==> src/rtl/core/bpl_pkg.sv <==
// Shared types and constants of the buffer pool slot manager.
package bpl_pkg;

    localparam int ID_W   = 32;
    localparam int PIN_W  = 16;
    localparam int STAT_W = 3;
    localparam int SLOT_W = 4;
    localparam int CAP_W  = 5;

    localparam logic [PIN_W-1:0] PIN_MAX   = {PIN_W{1'b1}};
    localparam logic [CAP_W-1:0] CAP_RESET = 5'd16;

    localparam logic ACT_FIX   = 1'b0;
    localparam logic ACT_UNFIX = 1'b1;

    typedef enum logic [STAT_W-1:0] {
        ST_HIT        = 3'd0,
        ST_LOADED     = 3'd1,
        ST_POOL_FULL  = 3'd2,
        ST_UNFIXED    = 3'd3,
        ST_NOT_CACHED = 3'd4,
        ST_NO_PINS    = 3'd5,
        ST_PIN_OVF    = 3'd6
    } status_t;

    typedef enum logic [2:0] {
        S_IDLE,
        S_SCAN,
        S_DECIDE,
        S_EVRD,
        S_EVTAG,
        S_RMV,
        S_WRITE,
        S_DONE
    } state_t;

    typedef struct packed {
        status_t           status;
        logic [SLOT_W-1:0] slot;
        logic              evicted;
        logic [ID_W-1:0]   evicted_id;
        logic [PIN_W-1:0]  pin_count;
    } rsp_t;

endpackage

==> src/rtl/core/bpl_req_if.sv <==
// Request channel: fix or unfix of one block id.
interface bpl_req_if;
    logic                      valid;
    logic                      ready;
    logic                      action;
    logic [bpl_pkg::ID_W-1:0]  blk_id;

    modport source (output valid, output action, output blk_id, input ready);
    modport sink   (input valid, input action, input blk_id, output ready);
endinterface

==> src/rtl/core/bpl_rsp_if.sv <==
// Response channel: outcome of one request.
interface bpl_rsp_if;
    logic                        valid;
    logic                        ready;
    logic [bpl_pkg::STAT_W-1:0]  status;
    logic [bpl_pkg::SLOT_W-1:0]  slot;
    logic                        evicted;
    logic [bpl_pkg::ID_W-1:0]    evicted_id;
    logic [bpl_pkg::PIN_W-1:0]   pin_count;

    modport source (output valid, output status, output slot, output evicted,
                    output evicted_id, output pin_count, input ready);
    modport sink   (input valid, input status, input slot, input evicted,
                    input evicted_id, input pin_count, output ready);
endinterface

==> src/rtl/core/bpl_slot_store.sv <==
// Slot memory: tag and pin count per slot, plus per-slot valid flags.
module bpl_slot_store #(
    parameter int SLOTS = 16,
    parameter int IDX_W = 4
) (
    input  logic                          clk,
    input  logic                          rst_n,
    input  logic                          we,
    input  logic                          set_valid,
    input  logic [IDX_W-1:0]              waddr,
    input  logic [bpl_pkg::ID_W-1:0]      wtag,
    input  logic [bpl_pkg::PIN_W-1:0]     wpins,
    input  logic [IDX_W-1:0]              raddr,
    output logic                          rvalid,
    output logic [bpl_pkg::ID_W-1:0]      rtag,
    output logic [bpl_pkg::PIN_W-1:0]     rpins
);

    logic [bpl_pkg::ID_W+bpl_pkg::PIN_W-1:0] mem [SLOTS];
    logic [SLOTS-1:0]                        valid_reg;
    logic [bpl_pkg::ID_W+bpl_pkg::PIN_W-1:0] rdata_reg;
    logic                                    rvalid_reg;

    // Write tag and pins, read registered
    always_ff @(posedge clk)
    begin
        if (we)
        begin
            mem[waddr] <= {wtag, wpins};
        end
        rdata_reg <= mem[raddr];
    end

    // Mark slots in use; a slot never leaves use
    always_ff @(posedge clk or negedge rst_n)
    begin
        if (!rst_n)
        begin
            valid_reg  <= '0;
            rvalid_reg <= 1'b0;
        end
        else
        begin
            if (we && set_valid)
            begin
                valid_reg[waddr] <= 1'b1;
            end
            rvalid_reg <= valid_reg[raddr];
        end
    end

    assign rvalid = rvalid_reg;
    assign rtag   = rdata_reg[bpl_pkg::ID_W+bpl_pkg::PIN_W-1:bpl_pkg::PIN_W];
    assign rpins  = rdata_reg[bpl_pkg::PIN_W-1:0];

endmodule

==> src/rtl/core/bpl_order_store.sv <==
// Unpinned order memory: slot indexes, oldest unfix at the head.
module bpl_order_store #(
    parameter int SLOTS = 16,
    parameter int IDX_W = 4
) (
    input  logic             clk,
    input  logic             we,
    input  logic [IDX_W-1:0] waddr,
    input  logic [IDX_W-1:0] wdata,
    input  logic [IDX_W-1:0] raddr,
    output logic [IDX_W-1:0] rdata
);

    logic [IDX_W-1:0] mem [SLOTS];
    logic [IDX_W-1:0] rdata_reg;

    // Write one entry, read registered
    always_ff @(posedge clk)
    begin
        if (we)
        begin
            mem[waddr] <= wdata;
        end
        rdata_reg <= mem[raddr];
    end

    assign rdata = rdata_reg;

endmodule

==> src/rtl/core/bpl_ctrl.sv <==
// Request sequencer: tag scan, decision, order compaction and write-back.
module bpl_ctrl #(
    parameter int SLOTS = 16,
    parameter int IDX_W = 4,
    parameter int CNT_W = 5
) (
    input  logic                          clk,
    input  logic                          rst_n,
    input  logic                          req_valid,
    input  logic                          req_action,
    input  logic [bpl_pkg::ID_W-1:0]      req_blk_id,
    output logic                          req_ready,
    input  logic                          cfg_we,
    input  logic [bpl_pkg::CAP_W-1:0]     cfg_wdata,
    output logic                          res_valid,
    input  logic                          res_ready,
    output bpl_pkg::rsp_t                 res,
    output logic                          sm_we,
    output logic                          sm_set_valid,
    output logic [IDX_W-1:0]              sm_waddr,
    output logic [bpl_pkg::ID_W-1:0]      sm_wtag,
    output logic [bpl_pkg::PIN_W-1:0]     sm_wpins,
    output logic [IDX_W-1:0]              sm_raddr,
    input  logic                          sm_rvalid,
    input  logic [bpl_pkg::ID_W-1:0]      sm_rtag,
    input  logic [bpl_pkg::PIN_W-1:0]     sm_rpins,
    output logic                          om_we,
    output logic [IDX_W-1:0]              om_waddr,
    output logic [IDX_W-1:0]              om_wdata,
    output logic [IDX_W-1:0]              om_raddr,
    input  logic [IDX_W-1:0]              om_rdata
);

    localparam int CMP_W = (CNT_W > bpl_pkg::CAP_W) ? CNT_W : bpl_pkg::CAP_W;
    localparam logic [CNT_W-1:0] SLOTS_C   = CNT_W'(SLOTS);
    localparam logic [CMP_W-1:0] SLOTS_CMP = CMP_W'(SLOTS);
    localparam logic [IDX_W-1:0] LAST_IDX  = IDX_W'(SLOTS - 1);

    bpl_pkg::state_t              state_reg, state_next;
    logic                         action_reg, action_next;
    logic [bpl_pkg::ID_W-1:0]     id_reg, id_next;
    logic [CNT_W-1:0]             scan_addr_reg, scan_addr_next;
    logic                         rd_pend_reg, rd_pend_next;
    logic [IDX_W-1:0]             rd_idx_reg, rd_idx_next;
    logic                         hit_reg, hit_next;
    logic [bpl_pkg::PIN_W-1:0]    hit_pins_reg, hit_pins_next;
    logic                         free_found_reg, free_found_next;
    logic [IDX_W-1:0]             free_idx_reg, free_idx_next;
    logic [IDX_W-1:0]             tgt_reg, tgt_next;
    logic                         ev_reg, ev_next;
    logic [bpl_pkg::ID_W-1:0]     evid_reg, evid_next;
    logic                         load_free_reg, load_free_next;
    logic [bpl_pkg::PIN_W-1:0]    new_pins_reg, new_pins_next;
    logic [CNT_W-1:0]             rm_i_reg, rm_i_next;
    logic [CNT_W-1:0]             rm_j_reg, rm_j_next;
    logic                         rm_pend_reg, rm_pend_next;
    logic [CNT_W-1:0]             unpin_cnt_reg, unpin_cnt_next;
    logic [CNT_W-1:0]             used_cnt_reg, used_cnt_next;
    logic [bpl_pkg::CAP_W-1:0]    cap_reg;
    bpl_pkg::rsp_t                res_reg, res_next;

    logic [CMP_W-1:0]             cap_cmp;
    logic [CMP_W-1:0]             eff_cap;
    logic                         room;
    logic                         scan_last;
    logic                         rm_done;
    logic [IDX_W+3:0]             tgt_ext;
    logic [bpl_pkg::PIN_W-1:0]    dec_pins;

    // Clamp the capacity register to 1..SLOTS
    assign cap_cmp = CMP_W'(cap_reg);
    always_comb
    begin
        if (cap_reg == '0)
        begin
            eff_cap = CMP_W'(1);
        end
        else if (cap_cmp > SLOTS_CMP)
        begin
            eff_cap = SLOTS_CMP;
        end
        else
        begin
            eff_cap = cap_cmp;
        end
    end

    assign room      = (CMP_W'(used_cnt_reg) < eff_cap) && free_found_reg;
    assign scan_last = rd_pend_reg && (rd_idx_reg == LAST_IDX);
    assign rm_done   = (rm_i_reg == unpin_cnt_reg) && !rm_pend_reg;
    assign tgt_ext   = {4'b0, tgt_reg};
    assign dec_pins  = hit_pins_reg - 16'd1;

    // Next state
    always_comb
    begin
        state_next = state_reg;
        case (state_reg)
            bpl_pkg::S_IDLE:
            begin
                if (req_valid)
                begin
                    state_next = bpl_pkg::S_SCAN;
                end
            end
            bpl_pkg::S_SCAN:
            begin
                if (scan_last)
                begin
                    state_next = bpl_pkg::S_DECIDE;
                end
            end
            bpl_pkg::S_DECIDE:
            begin
                if (action_reg == bpl_pkg::ACT_UNFIX)
                begin
                    state_next = bpl_pkg::S_DONE;
                end
                else if (hit_reg)
                begin
                    if (hit_pins_reg == bpl_pkg::PIN_MAX)
                    begin
                        state_next = bpl_pkg::S_DONE;
                    end
                    else if (hit_pins_reg == '0)
                    begin
                        state_next = bpl_pkg::S_RMV;
                    end
                    else
                    begin
                        state_next = bpl_pkg::S_WRITE;
                    end
                end
                else if (room)
                begin
                    state_next = bpl_pkg::S_WRITE;
                end
                else if (unpin_cnt_reg == '0)
                begin
                    state_next = bpl_pkg::S_DONE;
                end
                else
                begin
                    state_next = bpl_pkg::S_EVRD;
                end
            end
            bpl_pkg::S_EVRD:  state_next = bpl_pkg::S_EVTAG;
            bpl_pkg::S_EVTAG: state_next = bpl_pkg::S_RMV;
            bpl_pkg::S_RMV:
            begin
                if (rm_done)
                begin
                    state_next = bpl_pkg::S_WRITE;
                end
            end
            bpl_pkg::S_WRITE: state_next = bpl_pkg::S_DONE;
            bpl_pkg::S_DONE:
            begin
                if (res_ready)
                begin
                    state_next = bpl_pkg::S_IDLE;
                end
            end
            default: state_next = bpl_pkg::S_IDLE;
        endcase
    end

    // Datapath and memory commands
    always_comb
    begin
        action_next     = action_reg;
        id_next         = id_reg;
        scan_addr_next  = scan_addr_reg;
        rd_pend_next    = 1'b0;
        rd_idx_next     = rd_idx_reg;
        hit_next        = hit_reg;
        hit_pins_next   = hit_pins_reg;
        free_found_next = free_found_reg;
        free_idx_next   = free_idx_reg;
        tgt_next        = tgt_reg;
        ev_next         = ev_reg;
        evid_next       = evid_reg;
        load_free_next  = load_free_reg;
        new_pins_next   = new_pins_reg;
        rm_i_next       = rm_i_reg;
        rm_j_next       = rm_j_reg;
        rm_pend_next    = 1'b0;
        unpin_cnt_next  = unpin_cnt_reg;
        used_cnt_next   = used_cnt_reg;
        res_next        = res_reg;
        req_ready       = 1'b0;
        res_valid       = 1'b0;
        sm_we           = 1'b0;
        sm_set_valid    = 1'b0;
        sm_waddr        = tgt_reg;
        sm_wtag         = id_reg;
        sm_wpins        = new_pins_reg;
        sm_raddr        = scan_addr_reg[IDX_W-1:0];
        om_we           = 1'b0;
        om_waddr        = rm_j_reg[IDX_W-1:0];
        om_wdata        = om_rdata;
        om_raddr        = rm_i_reg[IDX_W-1:0];

        case (state_reg)
            bpl_pkg::S_IDLE:
            begin
                req_ready = 1'b1;
                if (req_valid)
                begin
                    action_next     = req_action;
                    id_next         = req_blk_id;
                    scan_addr_next  = '0;
                    hit_next        = 1'b0;
                    free_found_next = 1'b0;
                    ev_next         = 1'b0;
                    evid_next       = '0;
                    load_free_next  = 1'b0;
                end
            end
            bpl_pkg::S_SCAN:
            begin
                // Issue the next tag read
                if (scan_addr_reg < SLOTS_C)
                begin
                    rd_pend_next   = 1'b1;
                    rd_idx_next    = scan_addr_reg[IDX_W-1:0];
                    scan_addr_next = scan_addr_reg + 1'b1;
                end
                // Check returning entry for a match or a free slot
                if (rd_pend_reg)
                begin
                    if (sm_rvalid && (sm_rtag == id_reg) && !hit_reg)
                    begin
                        hit_next      = 1'b1;
                        tgt_next      = rd_idx_reg;
                        hit_pins_next = sm_rpins;
                    end
                    if (!sm_rvalid && !free_found_reg)
                    begin
                        free_found_next = 1'b1;
                        free_idx_next   = rd_idx_reg;
                    end
                end
            end
            bpl_pkg::S_DECIDE:
            begin
                res_next = '{status: bpl_pkg::ST_POOL_FULL, slot: '0, evicted: 1'b0,
                             evicted_id: '0, pin_count: '0};
                rm_i_next = '0;
                rm_j_next = '0;
                if (action_reg == bpl_pkg::ACT_UNFIX)
                begin
                    if (!hit_reg)
                    begin
                        res_next.status = bpl_pkg::ST_NOT_CACHED;
                    end
                    else if (hit_pins_reg == '0)
                    begin
                        res_next.status = bpl_pkg::ST_NO_PINS;
                    end
                    else
                    begin
                        // Drop one pin; append to the order at zero
                        sm_we    = 1'b1;
                        sm_wpins = dec_pins;
                        if ((dec_pins == '0) && (unpin_cnt_reg < SLOTS_C))
                        begin
                            om_we          = 1'b1;
                            om_waddr       = unpin_cnt_reg[IDX_W-1:0];
                            om_wdata       = tgt_reg;
                            unpin_cnt_next = unpin_cnt_reg + 1'b1;
                        end
                        res_next.status    = bpl_pkg::ST_UNFIXED;
                        res_next.slot      = tgt_ext[3:0];
                        res_next.pin_count = dec_pins;
                    end
                end
                else if (hit_reg)
                begin
                    if (hit_pins_reg == bpl_pkg::PIN_MAX)
                    begin
                        res_next.status    = bpl_pkg::ST_PIN_OVF;
                        res_next.pin_count = bpl_pkg::PIN_MAX;
                    end
                    new_pins_next = hit_pins_reg + 16'd1;
                end
                else if (room)
                begin
                    tgt_next       = free_idx_reg;
                    load_free_next = 1'b1;
                    new_pins_next  = 16'd1;
                end
                else
                begin
                    // Fetch the head of the unpinned order
                    om_raddr      = '0;
                    new_pins_next = 16'd1;
                end
            end
            bpl_pkg::S_EVRD:
            begin
                tgt_next = om_rdata;
                sm_raddr = om_rdata;
            end
            bpl_pkg::S_EVTAG:
            begin
                ev_next   = 1'b1;
                evid_next = sm_rtag;
            end
            bpl_pkg::S_RMV:
            begin
                // Compact the order, skipping the target slot
                if (rm_i_reg < unpin_cnt_reg)
                begin
                    rm_pend_next = 1'b1;
                    rm_i_next    = rm_i_reg + 1'b1;
                end
                if (rm_pend_reg && (om_rdata != tgt_reg))
                begin
                    om_we     = 1'b1;
                    rm_j_next = rm_j_reg + 1'b1;
                end
                if (rm_done)
                begin
                    unpin_cnt_next = rm_j_reg;
                end
            end
            bpl_pkg::S_WRITE:
            begin
                sm_we        = 1'b1;
                sm_set_valid = load_free_reg;
                if (load_free_reg)
                begin
                    used_cnt_next = used_cnt_reg + 1'b1;
                end
                res_next.status     = hit_reg ? bpl_pkg::ST_HIT : bpl_pkg::ST_LOADED;
                res_next.slot       = tgt_ext[3:0];
                res_next.evicted    = ev_reg;
                res_next.evicted_id = evid_reg;
                res_next.pin_count  = new_pins_reg;
            end
            bpl_pkg::S_DONE:
            begin
                res_valid = 1'b1;
            end
            default:
            begin
                res_valid = 1'b0;
            end
        endcase
    end

    // Control registers
    always_ff @(posedge clk or negedge rst_n)
    begin
        if (!rst_n)
        begin
            state_reg     <= bpl_pkg::S_IDLE;
            rd_pend_reg   <= 1'b0;
            rm_pend_reg   <= 1'b0;
            unpin_cnt_reg <= '0;
            used_cnt_reg  <= '0;
            cap_reg       <= bpl_pkg::CAP_RESET;
        end
        else
        begin
            state_reg     <= state_next;
            rd_pend_reg   <= rd_pend_next;
            rm_pend_reg   <= rm_pend_next;
            unpin_cnt_reg <= unpin_cnt_next;
            used_cnt_reg  <= used_cnt_next;
            if (cfg_we)
            begin
                cap_reg <= cfg_wdata;
            end
        end
    end

    // Payload registers
    always_ff @(posedge clk)
    begin
        action_reg     <= action_next;
        id_reg         <= id_next;
        scan_addr_reg  <= scan_addr_next;
        rd_idx_reg     <= rd_idx_next;
        hit_reg        <= hit_next;
        hit_pins_reg   <= hit_pins_next;
        free_found_reg <= free_found_next;
        free_idx_reg   <= free_idx_next;
        tgt_reg        <= tgt_next;
        ev_reg         <= ev_next;
        evid_reg       <= evid_next;
        load_free_reg  <= load_free_next;
        new_pins_reg   <= new_pins_next;
        rm_i_reg       <= rm_i_next;
        rm_j_reg       <= rm_j_next;
        res_reg        <= res_next;
    end

    assign res = res_reg;

endmodule

==> src/rtl/core/buffer_pool_fix_unfix_lru.sv <==
// Top level of the buffer pool slot manager with pin counts and LRU replacement.
//
// Requests arrive on req (valid/ready): action 0 fixes blk_id, action 1 unfixes
// it. Each request gives exactly one response on rsp (valid/ready) with status,
// slot, evicted, evicted_id and the resulting pin_count.
// The pool size in use is set by cfg_we/cfg_wdata while no request is in flight;
// a value of 0 acts as 1 and values above SLOTS act as SLOTS.
// Per request the sequencer scans all SLOTS entries of the slot memory through
// its one read port, decides, and for a fix of an unpinned slot or an eviction
// compacts the unpinned order memory (after fetching the victim through S_EVRD
// and S_EVTAG), then writes back in S_WRITE and presents the result in S_DONE.
// A request is taken only while the sequencer is idle; the response sits in an
// output register, so the next request starts while the previous response waits.
// When the receiver stalls, a finished result is held inside the sequencer until
// the output register frees up.
// Reset clears all valid flags, counts and the pool size (back to 16); tags and
// the order memory need no clearing pass, so requests are accepted right away.
module buffer_pool_fix_unfix_lru #(
    parameter int SLOTS = 16
) (
    input  logic                        clk,
    input  logic                        rst_n,
    bpl_req_if.sink                     req,
    bpl_rsp_if.source                   rsp,
    input  logic                        cfg_we,
    input  logic [bpl_pkg::CAP_W-1:0]   cfg_wdata
);

    localparam int IDX_W = $clog2(SLOTS);
    localparam int CNT_W = $clog2(SLOTS + 1);

    logic                       res_valid;
    logic                       res_ready;
    bpl_pkg::rsp_t              res;
    logic                       sm_we;
    logic                       sm_set_valid;
    logic [IDX_W-1:0]           sm_waddr;
    logic [bpl_pkg::ID_W-1:0]   sm_wtag;
    logic [bpl_pkg::PIN_W-1:0]  sm_wpins;
    logic [IDX_W-1:0]           sm_raddr;
    logic                       sm_rvalid;
    logic [bpl_pkg::ID_W-1:0]   sm_rtag;
    logic [bpl_pkg::PIN_W-1:0]  sm_rpins;
    logic                       om_we;
    logic [IDX_W-1:0]           om_waddr;
    logic [IDX_W-1:0]           om_wdata;
    logic [IDX_W-1:0]           om_raddr;
    logic [IDX_W-1:0]           om_rdata;

    logic                       out_valid_reg;
    bpl_pkg::rsp_t              out_reg;

    bpl_ctrl #(
        .SLOTS (SLOTS),
        .IDX_W (IDX_W),
        .CNT_W (CNT_W)
    ) u_ctrl (
        .clk          (clk),
        .rst_n        (rst_n),
        .req_valid    (req.valid),
        .req_action   (req.action),
        .req_blk_id   (req.blk_id),
        .req_ready    (req.ready),
        .cfg_we       (cfg_we),
        .cfg_wdata    (cfg_wdata),
        .res_valid    (res_valid),
        .res_ready    (res_ready),
        .res          (res),
        .sm_we        (sm_we),
        .sm_set_valid (sm_set_valid),
        .sm_waddr     (sm_waddr),
        .sm_wtag      (sm_wtag),
        .sm_wpins     (sm_wpins),
        .sm_raddr     (sm_raddr),
        .sm_rvalid    (sm_rvalid),
        .sm_rtag      (sm_rtag),
        .sm_rpins     (sm_rpins),
        .om_we        (om_we),
        .om_waddr     (om_waddr),
        .om_wdata     (om_wdata),
        .om_raddr     (om_raddr),
        .om_rdata     (om_rdata)
    );

    bpl_slot_store #(
        .SLOTS (SLOTS),
        .IDX_W (IDX_W)
    ) u_slot_store (
        .clk       (clk),
        .rst_n     (rst_n),
        .we        (sm_we),
        .set_valid (sm_set_valid),
        .waddr     (sm_waddr),
        .wtag      (sm_wtag),
        .wpins     (sm_wpins),
        .raddr     (sm_raddr),
        .rvalid    (sm_rvalid),
        .rtag      (sm_rtag),
        .rpins     (sm_rpins)
    );

    bpl_order_store #(
        .SLOTS (SLOTS),
        .IDX_W (IDX_W)
    ) u_order_store (
        .clk   (clk),
        .we    (om_we),
        .waddr (om_waddr),
        .wdata (om_wdata),
        .raddr (om_raddr),
        .rdata (om_rdata)
    );

    // Take a result when the output register is empty or being drained
    assign res_ready = !out_valid_reg || rsp.ready;

    // Hold the response until the receiver takes it
    always_ff @(posedge clk or negedge rst_n)
    begin
        if (!rst_n)
        begin
            out_valid_reg <= 1'b0;
        end
        else if (res_ready)
        begin
            out_valid_reg <= res_valid;
        end
    end

    always_ff @(posedge clk)
    begin
        if (res_ready && res_valid)
        begin
            out_reg <= res;
        end
    end

    assign rsp.valid      = out_valid_reg;
    assign rsp.status     = out_reg.status;
    assign rsp.slot       = out_reg.slot;
    assign rsp.evicted    = out_reg.evicted;
    assign rsp.evicted_id = out_reg.evicted_id;
    assign rsp.pin_count  = out_reg.pin_count;

endmodule

==> src/flat_wrapper.sv <==
// flat-port wrapper written by rule: the top's interface ports become plain ports
module buffer_pool_fix_unfix_lru_flat 
#(
    parameter int SLOTS = 16
)
  (clk, rst_n, cfg_we, cfg_wdata, req_valid, req_action, req_blk_id, req_ready, rsp_valid, rsp_status, rsp_slot, rsp_evicted, rsp_evicted_id, rsp_pin_count, rsp_ready);
  bpl_req_if req_i ();
  bpl_rsp_if rsp_i ();
  input  logic clk;
  input  logic rst_n;
  input  logic cfg_we;
  input  logic [bpl_pkg::CAP_W-1:0] cfg_wdata;
  input wire logic [$bits(req_i.valid)-1:0] req_valid;
  input wire logic [$bits(req_i.action)-1:0] req_action;
  input wire logic [$bits(req_i.blk_id)-1:0] req_blk_id;
  output wire logic [$bits(req_i.ready)-1:0] req_ready;
  output wire logic [$bits(rsp_i.valid)-1:0] rsp_valid;
  output wire logic [$bits(rsp_i.status)-1:0] rsp_status;
  output wire logic [$bits(rsp_i.slot)-1:0] rsp_slot;
  output wire logic [$bits(rsp_i.evicted)-1:0] rsp_evicted;
  output wire logic [$bits(rsp_i.evicted_id)-1:0] rsp_evicted_id;
  output wire logic [$bits(rsp_i.pin_count)-1:0] rsp_pin_count;
  input wire logic [$bits(rsp_i.ready)-1:0] rsp_ready;
  assign req_i.valid = req_valid;
  assign req_i.action = req_action;
  assign req_i.blk_id = req_blk_id;
  assign req_ready = req_i.ready;
  assign rsp_valid = rsp_i.valid;
  assign rsp_status = rsp_i.status;
  assign rsp_slot = rsp_i.slot;
  assign rsp_evicted = rsp_i.evicted;
  assign rsp_evicted_id = rsp_i.evicted_id;
  assign rsp_pin_count = rsp_i.pin_count;
  assign rsp_i.ready = rsp_ready;
  buffer_pool_fix_unfix_lru #(.SLOTS(SLOTS)) u_core (.clk(clk), .rst_n(rst_n), .req(req_i), .rsp(rsp_i), .cfg_we(cfg_we), .cfg_wdata(cfg_wdata));
endmodule
==> config.mk <==
export PLATFORM = sky130hd
export DESIGN_NAME = buffer_pool_fix_unfix_lru_flat
export DESIGN_NICKNAME = d
export VERILOG_FILES = /design/src/rtl/core/bpl_pkg.sv /design/src/rtl/core/bpl_req_if.sv /design/src/rtl/core/bpl_rsp_if.sv /design/src/rtl/core/bpl_slot_store.sv /design/src/rtl/core/bpl_order_store.sv /design/src/rtl/core/bpl_ctrl.sv /design/src/rtl/core/buffer_pool_fix_unfix_lru.sv /design/src/flat_wrapper.sv
export SDC_FILE = /design/constraint.sdc
export NUM_CORES = 1
export LEC_CHECK = 0
export BUFFER_PORTS_ARGS = -buffer_cell sky130_fd_sc_hd__buf_2
export CORE_MARGIN = 2
export CORE_UTILIZATION = 40
export DETAILED_ROUTE_END_ITERATION = 8
export PLACE_DENSITY = 0.67
export RECOVER_POWER = 50
export SLEW_MARGIN = 10
export SYNTH_ARGS = -nofsm -noshare
export SYNTH_HDL_FRONTEND = slang
export SYNTH_SLANG_ARGS = --single-unit
==> constraint.sdc <==
create_clock -name clk -period 8 [get_ports clk]
set_input_delay 0.8 -clock clk [delete_from_list [all_inputs] [get_ports clk]]
set_output_delay 0.8 -clock clk [all_outputs]
set_load 0.02 [all_outputs]
==> metrics.cfg <==
[cts]
cts-root-buf = clkbuf_16
cts_tree = yes
post-cts-setup-buffer-count = 0
clockBufferDepth = 3
postCtsResizedCells = 0
numCtsBuffers = 110
clkTransAtPathRegs_ps = 60
htreeDepth = 3
cts_hold_buffers = 0
clock-sinks = 1162
clock_latency_ps = 690

[floorplanning]
die_h_um = 339.7
ios = 101
die_w_um = 339.7
die-area_um2 = 115400
std_cell_rows = 123
core_area_um2 = 112200
initial_core_util_pct = 40.19

[global_route]
grt-ovfl-total = 0
grt_pass1_vias = 23250
antenna_found_initial = 1
grt_max_degree = 161
grt_first_pass_wirelength_um = 149600
grt_usage_pct = 17.19

[power]
combPwrFrac_pct = 18.7
max-vdd-ir-drop_uv = 230.8
p_int_mw = 11.88
clkPwrFrac_pct = 33.3
p_leak_nw = 16.50
switchingPower_mw = 4.571
power_mw = 16.45
swShare_pct = 27.78
power_frac_seq_pct = 47.9
power_density_nw_per_um2 = 322.5

[placement]
port_buffers = 100
place_inst = 3924
place_hpwl_um = 54060
place.gp.congestion = 0.8423

[final_layout]
multi_input_area_um2 = 10320
final_util_pct = 45.47
stdcell_count = 4130
drive_gt1_share_pct = 18.82
seq_area_um2 = 34190
largest_reg_flops = 768
syn2layout_area_growth_pct = 13.15
diodes = 0
nets = 2598
n_fill_cell = 9310

[worst_setup_path]
crit_top_cell = clkbuf_1
worst_ep_required_time_ps = 8310
cp_max_fo = 49
critPathMaxStageDelay_ps = 2030
crit-reg2reg-launch = u_core.u_ctrl.state_reg[2]
cp-startpoint = u_core.u_ctrl.state_reg[2]
worstSetupPathType = register to register
cpMaxStageDelayCell = clkbuf_1
start_kind = register
crit_path_cell_trace = clkbuf_1, nor3b_1, clkbuf_1, nand2b_2, buf_4
cp-end-kind = register
crit_arrival_ps = 6170

[drt]
dr_wl_met3_um = 7370
ant_nets = 0
routed_wl_um = 100600
wl_met2_um = 47990
dr.pass1.iters = 5
dr.max_layer_used = met4
dr_total_vias = 22940
drc_errors = 0
routedLengthMet1_um = 42850
vias_per_cell = 5.555
drt_iter0_markers = 2374
avgRoutedWirePerCell_um = 24.36

[logic_synthesis]
ys_async_sr_fraction_pct = 3.270
syn_avg_cell_area_um2 = 18.65
synth-edff-count = 1072
synthDistinctLibCells = 68
synth_area_leaders = edfxtp_1, mux4_2, dfxtp_1, dfrtp_1, and2_1
synth_top_area_share_pct = 71.40
synth.most_common_cell = edfxtp_1
ys_seq_area_share_pct = 75.82
syn_inst = 2418
syn_nets = 2480
synthesis.area_um2 = 45090
ys_warn_count = 0
yosysTopAreaCell = edfxtp_1
ys.flop_type = edfxtp_1
yosys-top-cells-count = edfxtp_1, mux4_2, nand2_1
ys_ff_latch = 1162

[sta]
slew_headroom_pct = -113.0
rsz0062_at_grt = false
slew_violations = 221
min_period_ps = 5865
skew_ps = 56.48
tightest_slew_ps = 3195
finalSetupViolCount = 0
post-route-period-util_pct = 73.31
finalHoldViolations = 0
tns_ps = 0
max_freq_ghz = 0.1705

[run_status]
violations = max-capacitance violations, max-slew violations
outcome = finished, violations left

[job]
maxCapViolations = 7

[min_path]
hold_class = input port to register
hp-start = req_blk_id[3]

power by group through the flow:
stage | clock network, mW | logic [mW] | registers, mW
2_1_floorplan | 0 | 2.23 | 7.85
4_1_cts | 5.57 | 3.14 | 7.88
6_report | 5.49 | 3.08 | 7.88
5_1_grt | 5.80 | 3.33 | 7.95
3_3_place_gp | 0 | 3.06 | 7.98
3_5_place_dp | 0 | 3.13 | 8.00
stage by stage:
stage               worst slack [ps]  area (um2)  hold WS, ps
CTS                             3573       51150        238.5
global placement                3662       47280        392.9
global route                    1846       51020        255.5
floorplan                       2451       45090        385.5
finish                          2135       51020        282.6
detailed placement              3601       47280        389.5
area by class of cell:
class                   instances  area share (%)
clock buffers                 140           5.874
clock inverters                66           1.719
inverters                      15          0.1104
multi-input cells            1106           20.23
flip-flops and latches       1162           67.01
well taps                    1500           3.679
repair buffers                141           1.383
layout by cell type, fill, tap and decap left out, types with 18 or more instances in the layout:
| cell | instances |
|---|---|
| a21oi_1 | 31 |
| nor2_1 | 97 |
| ha_1 | 19 |
| mux4_2 | 208 |
| nor3_1 | 20 |
| clkinv_2 | 24 |
| xor2_1 | 39 |
| and3_1 | 43 |
| nand2_1 | 167 |
| clkbuf_16 | 111 |
| buf_4 | 29 |
| a31oi_1 | 55 |
| a211oi_1 | 51 |
| buf_2 | 28 |
| nand3_1 | 25 |
| edfxtp_1 | 1072 |
| dfrtp_1 | 36 |
| and2_1 | 55 |
| and2_0 | 49 |
| dfxtp_1 | 52 |
| clkbuf_1 | 100 |
| o21ai_0 | 36 |
| xnor2_1 | 36 |
| bufinv_16 | 18 |
worst paths after layout:
| check | slack, ps | cells after the start | to |
|---|---|---|---|
| max in group asynchronous | 5690 | 1 | u_core.u_ctrl.state_reg[2] |
| setup reg to reg | 2140 | 5 | u_core.u_ctrl.evid_reg[16] |
| hold / removal | 280 | 1 | u_core.u_ctrl.sm_wtag[3] |
| setup / recovery | 2140 | 5 | u_core.u_ctrl.evid_reg[16] |
| hold reg to reg | 390 | 0 | u_core.rsp.evicted_id[2] |
| min in group asynchronous | 810 | 1 | u_core.rsp.valid |
critical path, delay by kind of cell, from the launching register on:
family / cells / cell delay (ps)
simple gates: 2 / 690
flops: 1 / 350
buf+inv: 3 / 4430
kinds of logic after synthesis:
| group | synth area share [%] |
|---|---|
| multiplexers | 11.14 |
| adder cells (fa/ha/maj) | 0.5273 |
| AO/OA/AOI/OAI | 3.300 |
| buffers and inverters | 1.632 |
| AND/OR/NAND/NOR | 6.125 |
| XOR/XNOR | 1.457 |
| flip-flops | 75.82 |
routing by layer:
metal,GRT usage [%],vias to the layer above
met5,0,-
met4,4.729,0
met3,2.761,156
met2,27.63,919
met1,24.44,12070
li1,-,9795
No activity file was read; power rests on OpenSTA's default activity.
